--- config.mk ---
export PLATFORM = sky130hd
export DESIGN_NAME = remote_button_sequencer
export DESIGN_NICKNAME = d
export VERILOG_FILES = /design/src/hdl/rbs_pkg.sv /design/src/hdl/remote_button_sequencer.sv /design/src/hdl/rbs_press_queue.sv
export VERILOG_INCLUDE_DIRS = /design/src /design/src/hdl
export SDC_FILE = /design/constraint.sdc
export NUM_CORES = 1
export LEC_CHECK = 0
export BUFFER_PORTS_ARGS = -buffer_cell sky130_fd_sc_hd__buf_2
export CAP_MARGIN = 15
export CORE_MARGIN = 10
export CORE_UTILIZATION = 40
export CTS_CLUSTER_DIAMETER = 60
export DETAILED_ROUTE_END_ITERATION = 16
export MAX_ROUTING_LAYER = met4
export PLACE_DENSITY = 0.55
export SYNTH_ARGS = -nofsm -noshare
export SYNTH_HDL_FRONTEND = slang
export SYNTH_SLANG_ARGS = --single-unit
--- constraint.sdc ---
create_clock -name clk -period 4.5 [get_ports clk]
set_input_delay 0.45 -clock clk [delete_from_list [all_inputs] [get_ports clk]]
set_output_delay 0.45 -clock clk [all_outputs]
set_load 0.02 [all_outputs]
--- src/hdl/assert_macros.svh ---
// Assertion macros shared by the sequencer RTL.
// Depends on nothing; included by files that carry concurrent assertions.
`ifndef ASSERT_MACROS_SVH
`define ASSERT_MACROS_SVH

// Property that must hold at every clock edge outside reset.
`define RBS_ASSERT(lbl, clk, rst_n, prop, msg) \
  lbl: assert property (@(posedge clk) disable iff (!rst_n) (prop)) else $error(msg);

// Consequent must hold in the cycle after the antecedent.
`define RBS_ASSERT_NEXT(lbl, clk, rst_n, ante, cons, msg) \
  lbl: assert property (@(posedge clk) disable iff (!rst_n) (ante) |=> (cons)) else $error(msg);

`endif

--- src/hdl/rbs_pkg.sv ---
// Shared types, constants and the control store of the remote button sequencer.
// No dependencies; imported by rbs_press_queue and remote_button_sequencer.
`default_nettype none

package rbs_pkg;

  localparam int TEMP_W     = 9;
  localparam int CFG_IDX_W  = 2;
  localparam int DEG_W      = 6;
  localparam int DIST_W     = 10;
  localparam int CNT_W      = 5;

  localparam logic [CFG_IDX_W-1:0] REG_TEMP_MIN = 2'd0;
  localparam logic [CFG_IDX_W-1:0] REG_TEMP_MAX = 2'd1;

  localparam logic [1:0] MODE_COOL = 2'd0;
  localparam logic [1:0] MODE_DRY  = 2'd1;
  localparam logic [1:0] MODE_FAN  = 2'd2;

  localparam logic [TEMP_W-1:0] TEMP_MIN_RST = 9'd150;
  localparam logic [TEMP_W-1:0] TEMP_MAX_RST = 9'd300;
  localparam logic [DEG_W-1:0]  TEMP_DEG_RST = 6'd25;

  localparam logic [CNT_W-1:0]  MAX_RUN    = 5'd19;
  localparam logic [CNT_W-1:0]  TEMP_LIMIT = 5'd18;
  localparam logic [DIST_W-1:0] TEMP_STEP  = 10'd10;
  localparam logic [DIST_W-1:0] TEMP_ROUND = 10'd5;

  typedef enum logic [2:0] {
    BTN_POWER = 3'd0,
    BTN_MODE  = 3'd1,
    BTN_UP    = 3'd2,
    BTN_DOWN  = 3'd3,
    BTN_SPEED = 3'd4
  } btn_t;

  typedef struct packed {
    logic              target_power_on;
    logic [1:0]        wanted_mode;
    logic [TEMP_W-1:0] target_temp_tenths;
    logic              target_fan_high;
  } in_item_t;

  typedef struct packed {
    logic [2:0] button_code;
    logic       last_press;
  } out_item_t;

  typedef struct packed {
    logic push;
    logic flush;
    btn_t code;
  } press_ctl_t;

  typedef enum logic [2:0] {
    U_IDLE   = 3'd0,
    U_POWER  = 3'd1,
    U_OFFCHK = 3'd2,
    U_MODE   = 3'd3,
    U_TEMP   = 3'd4,
    U_FAN    = 3'd5,
    U_FINISH = 3'd6
  } upc_t;

  typedef enum logic [2:0] {
    C_ALWAYS    = 3'd0,
    C_IN        = 3'd1,
    C_PWR_DIFF  = 3'd2,
    C_OFF       = 3'd3,
    C_MODE_LEFT = 3'd4,
    C_TEMP_GO   = 3'd5,
    C_FAN_DIFF  = 3'd6
  } cond_t;

  typedef enum logic [2:0] {
    OP_NONE   = 3'd0,
    OP_LOAD   = 3'd1,
    OP_POWER  = 3'd2,
    OP_MODE   = 3'd3,
    OP_TEMP   = 3'd4,
    OP_FAN    = 3'd5,
    OP_FINISH = 3'd6
  } op_t;

  typedef struct packed {
    cond_t cond;
    op_t   op;
    logic  emit;
    btn_t  btn;
    upc_t  on_true;
    upc_t  on_false;
  } uword_t;

  function automatic uword_t rbs_ucode(input upc_t addr);
    uword_t w;
    case (addr)
      U_IDLE:   w = '{C_IN,        OP_LOAD,   1'b0, BTN_POWER, U_POWER,  U_IDLE};
      U_POWER:  w = '{C_PWR_DIFF,  OP_POWER,  1'b1, BTN_POWER, U_OFFCHK, U_OFFCHK};
      U_OFFCHK: w = '{C_OFF,       OP_NONE,   1'b0, BTN_POWER, U_FINISH, U_MODE};
      U_MODE:   w = '{C_MODE_LEFT, OP_MODE,   1'b1, BTN_MODE,  U_MODE,   U_TEMP};
      U_TEMP:   w = '{C_TEMP_GO,   OP_TEMP,   1'b1, BTN_UP,    U_TEMP,   U_FAN};
      U_FAN:    w = '{C_FAN_DIFF,  OP_FAN,    1'b1, BTN_SPEED, U_FINISH, U_FINISH};
      U_FINISH: w = '{C_ALWAYS,    OP_FINISH, 1'b0, BTN_POWER, U_IDLE,   U_IDLE};
      default:  w = '{C_ALWAYS,    OP_NONE,   1'b0, BTN_POWER, U_IDLE,   U_IDLE};
    endcase
    return w;
  endfunction

endpackage

`default_nettype wire

--- src/hdl/remote_button_sequencer.sv ---
// Remote button sequencer: a one-request-at-a-time unit that turns a target appliance
// state into the button presses that reach it, one result per press with the final press
// of each run marked. A seven-step control store walks one step per clock unless the
// press queue holds it: take the request, power, off check, mode (repeated while mode
// presses remain), temperature (repeated while temperature presses remain), fan, finish;
// a run that ends at power off goes from the off check straight to finish. The power and
// speed presses ride on their own steps. The next request is taken once the finish step
// has handed off the last press. Configuration writes are always ready. Depends on
// rbs_pkg, rbs_press_queue and assert_macros.svh.
`default_nettype none
`include "assert_macros.svh"

module remote_button_sequencer #(
  parameter int MODE_COUNT = 3
) (
  input  wire logic                          clk,
  input  wire logic                          rst_n,
  input  wire logic                          in_valid,
  output logic                               in_stall,
  input  wire rbs_pkg::in_item_t             in_data,
  output logic                               out_valid,
  input  wire logic                          out_stall,
  output rbs_pkg::out_item_t                 out_data,
  input  wire logic                          cfg_valid,
  output logic                               cfg_ready,
  input  wire logic [rbs_pkg::CFG_IDX_W-1:0] cfg_index,
  input  wire logic [rbs_pkg::TEMP_W-1:0]    cfg_data
);
  import rbs_pkg::*;

  localparam int MCW = (MODE_COUNT > 1) ? $clog2(MODE_COUNT) : 1;
  localparam int SW  = MCW + 2;

  upc_t       upc_r, upc_nxt;
  uword_t     uw;
  logic       cond_true;
  logic       advance;
  logic       hold;
  logic       pend_valid;
  press_ctl_t ctl;

  logic [TEMP_W-1:0] temp_min_r, temp_max_r;
  logic              power_on_r, power_on_nxt;
  logic [1:0]        cur_mode_r, cur_mode_nxt;
  logic [DEG_W-1:0]  cur_temp_r, cur_temp_nxt;
  logic              fan_high_r, fan_high_nxt;

  logic              tgt_power_r, tgt_power_nxt;
  logic              tgt_fan_r, tgt_fan_nxt;
  logic [TEMP_W-1:0] tgt_temp_r, tgt_temp_nxt;
  logic [1:0]        mode_tgt_r, mode_tgt_nxt;
  logic [MCW-1:0]    mode_cnt_r, mode_cnt_nxt;
  logic [DIST_W-1:0] dist_r, dist_nxt;
  logic              down_r, down_nxt;
  logic [CNT_W-1:0]  n_r, n_nxt;

  logic [TEMP_W-1:0] tt_lo, tt_clamp;
  logic [SW-1:0]     tm_e, cur_e, mc_e, mode_diff;
  logic              mode_ok;
  logic [DIST_W-1:0] tt_e, cur10, dist_up, dist_dn;

  assign uw = rbs_ucode(upc_r);

  always_comb begin
    case (uw.cond)
      C_ALWAYS:    cond_true = 1'b1;
      C_IN:        cond_true = in_valid;
      C_PWR_DIFF:  cond_true = power_on_r != tgt_power_r;
      C_OFF:       cond_true = !power_on_r;
      C_MODE_LEFT: cond_true = mode_cnt_r != '0;
      C_TEMP_GO:   cond_true = (cur_mode_r == MODE_COOL) && (dist_r >= TEMP_STEP)
                               && (n_r < TEMP_LIMIT);
      C_FAN_DIFF:  cond_true = fan_high_r != tgt_fan_r;
      default:     cond_true = 1'b0;
    endcase
  end

  assign advance = !hold;

  always_comb begin
    upc_nxt = upc_r;
    if (advance) begin
      upc_nxt = cond_true ? uw.on_true : uw.on_false;
    end
  end

  always_comb begin
    in_stall   = upc_r != U_IDLE;
    ctl.push   = uw.emit && cond_true;
    ctl.flush  = uw.op == OP_FINISH;
    ctl.code   = (uw.op == OP_TEMP && down_r) ? BTN_DOWN : uw.btn;
  end

  assign cfg_ready = 1'b1;

  assign tt_lo    = (in_data.target_temp_tenths < temp_min_r) ? temp_min_r
                                                              : in_data.target_temp_tenths;
  assign tt_clamp = (tt_lo > temp_max_r) ? temp_max_r : tt_lo;

  assign tm_e      = SW'(in_data.wanted_mode);
  assign cur_e     = SW'(cur_mode_r);
  assign mc_e      = SW'(MODE_COUNT);
  assign mode_ok   = tm_e < mc_e;
  assign mode_diff = (tm_e >= cur_e) ? (tm_e - cur_e) : (tm_e + mc_e - cur_e);

  assign tt_e    = {1'b0, tgt_temp_r};
  assign cur10   = {1'b0, cur_temp_r, 3'b000} + {3'b000, cur_temp_r, 1'b0};
  assign dist_up = tt_e - cur10 + TEMP_ROUND;
  assign dist_dn = cur10 - tt_e + TEMP_ROUND;

  always_comb begin
    power_on_nxt  = power_on_r;
    cur_mode_nxt  = cur_mode_r;
    cur_temp_nxt  = cur_temp_r;
    fan_high_nxt  = fan_high_r;
    tgt_power_nxt = tgt_power_r;
    tgt_fan_nxt   = tgt_fan_r;
    tgt_temp_nxt  = tgt_temp_r;
    mode_tgt_nxt  = mode_tgt_r;
    mode_cnt_nxt  = mode_cnt_r;
    dist_nxt      = dist_r;
    down_nxt      = down_r;
    n_nxt         = n_r;
    if (advance) begin
      if (ctl.push) begin
        n_nxt = n_r + 5'd1;
      end
      case (uw.op)
        OP_LOAD: begin
          if (cond_true) begin
            tgt_power_nxt = in_data.target_power_on;
            tgt_fan_nxt   = in_data.target_fan_high;
            tgt_temp_nxt  = tt_clamp;
            mode_tgt_nxt  = mode_ok ? in_data.wanted_mode : cur_mode_r;
            mode_cnt_nxt  = (mode_ok && in_data.wanted_mode != cur_mode_r)
                            ? mode_diff[MCW-1:0] : '0;
            n_nxt         = '0;
          end
        end
        OP_POWER: begin
          if (cond_true) begin
            power_on_nxt = tgt_power_r;
          end
          down_nxt = (tt_e + 10'd1) < cur10;
          dist_nxt = (tt_e >= cur10) ? dist_up : dist_dn;
        end
        OP_MODE: begin
          if (cond_true) begin
            mode_cnt_nxt = mode_cnt_r - MCW'(1);
          end else begin
            cur_mode_nxt = mode_tgt_r;
          end
        end
        OP_TEMP: begin
          if (cond_true) begin
            dist_nxt     = dist_r - TEMP_STEP;
            cur_temp_nxt = down_r ? cur_temp_r - 6'd1 : cur_temp_r + 6'd1;
          end
        end
        OP_FAN: begin
          if (cond_true) begin
            fan_high_nxt = tgt_fan_r;
          end
        end
        default: begin
        end
      endcase
    end
  end

  always_ff @(posedge clk) begin
    if (!rst_n) begin
      upc_r      <= U_IDLE;
      temp_min_r <= TEMP_MIN_RST;
      temp_max_r <= TEMP_MAX_RST;
      power_on_r <= 1'b1;
      cur_mode_r <= MODE_COOL;
      cur_temp_r <= TEMP_DEG_RST;
      fan_high_r <= 1'b0;
      n_r        <= '0;
    end else begin
      upc_r      <= upc_nxt;
      power_on_r <= power_on_nxt;
      cur_mode_r <= cur_mode_nxt;
      cur_temp_r <= cur_temp_nxt;
      fan_high_r <= fan_high_nxt;
      n_r        <= n_nxt;
      if (cfg_valid && cfg_ready) begin
        if (cfg_index == REG_TEMP_MIN) begin
          temp_min_r <= cfg_data;
        end else if (cfg_index == REG_TEMP_MAX) begin
          temp_max_r <= cfg_data;
        end
      end
    end
    tgt_power_r <= tgt_power_nxt;
    tgt_fan_r   <= tgt_fan_nxt;
    tgt_temp_r  <= tgt_temp_nxt;
    mode_tgt_r  <= mode_tgt_nxt;
    mode_cnt_r  <= mode_cnt_nxt;
    dist_r      <= dist_nxt;
    down_r      <= down_nxt;
  end

  rbs_press_queue u_queue (
    .clk        (clk),
    .rst_n      (rst_n),
    .ctl        (ctl),
    .hold       (hold),
    .pend_valid (pend_valid),
    .out_valid  (out_valid),
    .out_stall  (out_stall),
    .out_data   (out_data)
  );

  `RBS_ASSERT(a_idle_empty, clk, rst_n, (upc_r != U_IDLE) || !pend_valid, "press left pending at idle")
  `RBS_ASSERT(a_mode_range, clk, rst_n, SW'(cur_mode_r) < SW'(MODE_COUNT), "mode out of range")
  `RBS_ASSERT(a_run_length, clk, rst_n, n_r <= MAX_RUN, "press run too long")

endmodule

`default_nettype wire

--- src/hdl/rbs_press_queue.sv ---
// Press holding slot and registered result port of the button sequencer.
// Depends on rbs_pkg and assert_macros.svh; marks the final press of each run.
`default_nettype none
`include "assert_macros.svh"

module rbs_press_queue (
  input  wire logic               clk,
  input  wire logic               rst_n,
  input  wire rbs_pkg::press_ctl_t ctl,
  output logic                    hold,
  output logic                    pend_valid,
  output logic                    out_valid,
  input  wire logic               out_stall,
  output rbs_pkg::out_item_t      out_data
);
  import rbs_pkg::*;

  logic      pend_valid_r, pend_valid_nxt;
  btn_t      pend_code_r, pend_code_nxt;
  logic      out_valid_r, out_valid_nxt;
  out_item_t out_r, out_nxt;
  logic      out_free;

  assign out_free = !out_valid_r || !out_stall;
  assign hold     = (ctl.push || ctl.flush) && pend_valid_r && !out_free;

  always_comb begin
    pend_valid_nxt = pend_valid_r;
    pend_code_nxt  = pend_code_r;
    out_valid_nxt  = out_valid_r && out_stall;
    out_nxt        = out_r;
    if (!hold) begin
      if (ctl.push) begin
        if (pend_valid_r) begin
          out_valid_nxt       = 1'b1;
          out_nxt.button_code = pend_code_r;
          out_nxt.last_press  = 1'b0;
        end
        pend_valid_nxt = 1'b1;
        pend_code_nxt  = ctl.code;
      end else if (ctl.flush && pend_valid_r) begin
        out_valid_nxt       = 1'b1;
        out_nxt.button_code = pend_code_r;
        out_nxt.last_press  = 1'b1;
        pend_valid_nxt      = 1'b0;
      end
    end
  end

  always_ff @(posedge clk) begin
    if (!rst_n) begin
      pend_valid_r <= 1'b0;
      out_valid_r  <= 1'b0;
    end else begin
      pend_valid_r <= pend_valid_nxt;
      out_valid_r  <= out_valid_nxt;
    end
    pend_code_r <= pend_code_nxt;
    out_r       <= out_nxt;
  end

  assign pend_valid = pend_valid_r;
  assign out_valid  = out_valid_r;
  assign out_data   = out_r;

  `RBS_ASSERT_NEXT(a_flush_marks_last, clk, rst_n, ctl.flush && pend_valid_r && !hold, out_valid_r && out_r.last_press, "flushed press not marked last")
  `RBS_ASSERT(a_no_overwrite, clk, rst_n, !(ctl.push && pend_valid_r && out_valid_r && out_stall && !hold), "stalled result overwritten")

endmodule

`default_nettype wire
# Yosys cells after proc, flatten, opt, wreduce, memory -nomap -nowiden
# Index checks and enable logic that the tools add are counted.
[word_totals]
ff_bits = 71
elab_cells = 135
out_inout_bits = 7
in_bits = 29
[op_classes]
eq_ne = 26
n_bitwise = 3
add_sub_neg = 14
order_cmp = 8
mux = 27
n_reduce_logical = 37
[ops]
columns = ["op", "n"]
rows = [
  ["$pmux 16 s7", 1],
  ["$eq 3x3->1 const B", 9],
  ["$reduce_and 3->1", 8],
  ["$add 10x3->10 const B", 2],
  ["$mux 10", 2],
  ["$pmux 10 s2", 1],
  ["$eq 3x2->1 const B", 6],
  ["$mux 9", 2],
  ["$mux 5", 3],
  ["$mux 4", 3],
  ["$add 9x1->10 const B", 1],
  ["$add 9x7->10", 1],
  ["$ge 10x4->1 const B", 1],
  ["$ge 9x10->1", 1],
  ["$lt 10x10->1", 1],
  ["$mux 2", 5],
  ["$sub 10x4->10 const B", 1],
  ["$sub 10x9->10", 1],
  ["$sub 9x10->10", 1],
  ["$eq 3x1->1 const B", 3],
  ["$gt 9x9->1", 1],
  ["$logic_and 1x1->1", 9],
  ["$lt 9x9->1", 1],
  ["$ne 2x2->1 const B", 4],
  ["26 further kinds", 47],
]

# Depth between registers and ports, before layout
[logic_depth]
ltp_word = 10
depth_mapped = 15
mapped_depth_nobuf = 15

# Cells and area by module
# A second synthesis with hierarchy kept.
[unflattened]
cells_unflattened = 606
hier_area_um2 = 5511.5
[modules_own_cells]
columns = ["module", "seq_area_each_um2", "area_each_um2", "cells_per_inst", "instances"]
rows = [
  ["remote_button_sequencer", 1471.4, 5215.0, 588, 1],
  ["rbs_press_queue", 250.2, 296.5, 18, 1],
]

# Worst setup path before layout
# Ideal clock, no wire load.
[synth_path]
path_type = "input-to-reg"
from = "in in_data[5] (netlist name)"
to = "reg tgt_temp_r[1] (data pin)"
path_slack_ns = 0.871
stages = 14
t_arrival_ns = 3.369
n_path_buf = 0
t_required_ns = 4.240
cell_sequence = "ha_1 -> a41oi_1 -> o21ai_0 -> o211ai_1 -> nand2_1 -> mux2_2 -> ha_1 -> nor2b_1 -> o21a_1 -> o21a_1 -> o21a_1 -> o41ai_1 -> a21oi_1 -> mux2_2"
[synth_via]
elab_chain_cells = 4
[synth_rtl]
columns = ["item", "line_no", "source"]
rows = [
  ["start, declared", "remote_button_sequencer.sv:20", "input wire rbs_pkg::in_item_t in_data,"],
  ["$lt 9x9->1", "remote_button_sequencer.sv:96", "assign tt_lo = (in_data.target_temp_tenths < temp_min_r) ? temp_min_r"],
  ["$mux 9 (*)", "remote_button_sequencer.sv:96", ""],
  ["$gt 9x9->1", "remote_button_sequencer.sv:98", "assign tt_clamp = (tt_lo > temp_max_r) ? temp_max_r : tt_lo;"],
  ["$mux 9 (*)", "remote_button_sequencer.sv:98", ""],
  ["via tt_clamp[1]", "remote_button_sequencer.sv:57", "logic [TEMP_W-1:0] tt_lo, tt_clamp;"],
  ["end signal, assigned", "remote_button_sequencer.sv:198", "tgt_temp_r <= tgt_temp_nxt;"],
  ["end, declared", "remote_button_sequencer.sv:50", "logic [TEMP_W-1:0] tgt_temp_r, tgt_temp_nxt;"],
]
# The timed path passes the listed nets; every way through them passes the cells marked *.
# A chain may end at the register's enable or synchronous reset.

# Final worst setup path
[layout_path]
from = "reg temp_min_r[6]"
to = "reg tgt_temp_r[2] (data pin)"
[layout_via]
elab_chain_cells = 4
[layout_rtl]
columns = ["item", "line_no", "source"]
rows = [
  ["start, declared", "remote_button_sequencer.sv:42", "logic [TEMP_W-1:0] temp_min_r, temp_max_r;"],
  ["start signal, assigned", "remote_button_sequencer.sv:190", "temp_min_r <= cfg_data;"],
  ["$lt 9x9->1", "remote_button_sequencer.sv:96", ""],
  ["$mux 9 (*)", "remote_button_sequencer.sv:96", ""],
  ["$gt 9x9->1", "remote_button_sequencer.sv:98", ""],
  ["$mux 9 (*)", "remote_button_sequencer.sv:98", ""],
  ["via tt_clamp[2]", "remote_button_sequencer.sv:57", ""],
]
# Marks and branches as above.

==> results.toml <==
[global_routing]
grt_pass1_wl_mm = 20.7
grt_max_degree = 41
track_usage_pct = 13.9
first_global_vias = 4456
gr-total-overflow = 0
antenna_found_initial = 0

[route]
ant_nets = 0
finalWirelength_mm = 12.1
dr.pass1.iters = 4
first_iter_violations = 165
viasPerCell = 5.17
via_count = 4237
drt_drc_violations_left = 0
wl_per_cell_um = 14.8

[yosys]
synth_top_family_by_area = "adder cells"
syn_area_per_cell_sq_um = 9.06
ys_seq_area_share_pct = 31.4
syn-num-nets = 717
synth_compound_area_share_pct = 17.0
synthAdderAreaFrac_pct = 19.8
synth_top_cell_by_area = "edfxtp_1"
synth-main-ff-cell = "dfxtp_1"
synth-edff-count = 32
yosys_warnings = 0
synthCells = 606
synthArstFlopShare_pct = 0
ys_top_cells_by_area = "edfxtp_1 (17%), ha_1 (17%), dfxtp_1 (14%)"
ys_types = 64
yosys.area_share.simple_pct = 14.9
syn_area_sq_mm = 0.00549
synthMuxAreaShare_pct = 4.74
netlist.area_leader.share_pct = 17.5
ys_ff_latch = 70
synth_xor_area_share_pct = 5.90

[timing]
worst_pin_slew_ns = 0.856
finalMaxSlewViolations = 0
maxSlewHeadroom_pct = 42.9
rsz0062_at_grt = "no"
hold_viol = 0
period_minus_slack_ns = 3.94
skew_ns = 0.00814
fmax_mhz = 253
tns_ns = 0
fin_hold_ws_ns = 0.289
finalCritPeriodShare_pct = 87.7
setup_viol = 0

[clocking]
cts_num_sinks = 70
ctsResizeCount = 0
htreeDepth = 3
cts_buffers = 9
cts_tree = "yes"
clk_path_buf_depth = 2
insertion_delay_ns = 0.34
cts_root_buf = "clkbuf_16"
clk_pin_slew_ns = 0.06
cts_hold_buf = 0
post_cts_buffers = 0

[setup_path]
path_cells = "inv_1 -> ha_1 -> a41oi_1 -> o21ai_0 -> o211ai_1 -> nand2_1 -> mux2_2 -> ha_1 -> nor2b_1 -> o21a_1 -> o21a_1 -> o21a_1 -> o41ai_1 -> a21oi_1 -> mux2_2"
cpMostUsedCell = "o21a_1"
arrival_ns = 4.02
critical_path.max_fanout = 9
slowest_stage = "a21oi_1"
worstSetupStartpointType = "flip-flop"
crit_path_max_incr_delay_ns = 0.67
critical_path_class = "reg -> reg"
critPathRequiredTime_ns = 4.58
critPathCaptureType = "flip-flop"

[cells_and_area]
nets = 750
syn2layout_area_growth_pct = 11.5
drive_above_1_share_pct = 12.3
diodes = 0
final_cells = 820
utilization_pct = 45.9

[place]
gp_congestion = 0.816
dp.cells = 804
port_buffers = 34
dp_hpwl_mm = 9.66

[pwr]
power_per_cell_area_mw_per_mm2 = 740
leakagePower_nw = 2.66
peakVddDrop_v = 0.000260
power_mw = 4.53

[die]
core_sq_mm = 0.0133
die_h_um = 137
ios = 36
rows = 42
dieWidth_um = 137
start_util_pct = 41.1
die_area_sq_mm = 0.0188

[run_status]
outcome = "finished, final reports clean"

[run]
max-cap-violations = 0

[min_path]
hold_path.class = "in -> reg"
[metal layers]
layer	GRT usage [%]	vias to the layer above	part of all wire, %
met5	-	-	0
met2	22.8	63	48
met3	2.26	13	3.4
met1	16.6	1960	47
li1	-	2201	-
met4	5.85	0	1.6
[critical path: cells and delay by family (launching register included)]
kind                     cells  cell delay (ns)
adder cells (fa/ha/maj)      2             0.60
AO/OA/AOI/OAI                8             1.53
multiplexers                 2             0.78
flip-flops                   1             0.35
buffers and inverters        1             0.05
AND/OR/NAND/NOR              2             0.37
[synth_stat cells, drive strengths merged (2+ instances only)]
cell     instances
a41oi            2
o21bai           3
and3             3
fa               8
o21ai           25
nor3             7
nand3b           4
a21o             8
xor2            13
mux2i            8
ha              74
nor4             4
or4              2
buf              7
inv             66
o31ai            4
a21boi          17
clkbuf          11
nor2b           10
nand2           63
o21a             6
mux2            16
a21oi           38
nand3           20
nand2b           6
nand4            4
o211ai          17
a211oi           4
xnor2           24
edfxtp          32
dfxtp           38
o2111ai          2
and2             3
nor2            29
or3              5
nor3b            4
[worst paths after layout]
kind                                         to                            startpoint  depth (start not counted)  slack (ns)
setup reg to reg        tgt_temp_r[2]$_DFFE_PP_            temp_min_r[6]$_SDFFE_PN0P_                         15        0.56
hold reg to reg   u_queue.out_data[2]$_DFFE_PP_  u_queue.pend_code_r[1]$_SDFFCE_PP1P_                          0        0.42
setup / recovery        tgt_temp_r[2]$_DFFE_PP_            temp_min_r[6]$_SDFFE_PN0P_                         15        0.56
hold / removal            tgt_power_r$_DFFE_PP_                           in_data[12]                          1        0.29
[cells by family after synthesis]
logic type               after synthesis
AO/OA/AOI/OAI                        141
XOR/XNOR                              37
adder cells (fa/ha/maj)               82
buffers and inverters                 84
flip-flops                            70
multiplexers                          24
other                                  1
AND/OR/NAND/NOR                      167
[state kept, by name, summed over array words and instances (netlist names), 2 cells and up]
name and count:
dist_r 9, temp_max_r 9, temp_min_r 9, tgt_temp_r 9, cur_temp_r 6, n_r 5, u_queue.out_data 4, u_queue.pend_code_r 3
upc_r 3, cur_mode_r 2, mode_cnt_r 2, mode_tgt_r 2
[power by group]
| part | total (mW) | switching [mW] | internal (mW) |
|---|---|---|---|
| clock network | 0.699 | 0.274 | 0.425 |
| logic | 2.66 | 1.47 | 1.19 |
| registers | 1.17 | 0.203 | 0.966 |
| total | 4.53 | 1.95 | 2.58 |
[stage by stage]
step                worst slack [ns]  instance area, sq um
finish                         0.555                  6120
global route                   0.287                  6120
global placement               0.496                  5830
floorplan                      0.871                  5490
detailed placement             0.385                  5830
CTS                            0.547                  6120
[final cells by class]
class                           instances  area, sq um
Sequential cell                        70         1720
Multi-Input combinational cell        452         3430
Clock buffer                            9          225
Tap cell                              176          220
Fill cell                            1342         7230
Clock inverter                          7         65.1
Timing Repair Buffer                   40          215
Inverter                               66          248
[cells in the final DEF (no fill, tap or decap), drive strengths merged, types with 3 or more instances in the layout]
cell type / count
ha: 74
o21a: 6
fa: 8
a21o: 8
inv: 66
mux2i: 8
o211ai: 17
xnor2: 24
nor2: 29
a211oi: 4
dfxtp: 38
a21boi: 17
clkbuf: 9
o31ai: 4
clkinv: 6
and2: 3
nor3: 7
a21oi: 38
buf: 40
nor3b: 4
nor4: 4
edfxtp: 32
o21bai: 3
nand4: 4
nand2: 63
nand3: 20
nor2b: 10
xor2: 13
or3: 5
and3: 3
nand3b: 4
o21ai: 25
nand2b: 6
mux2: 16
Power figures use the tool's default switching activity.
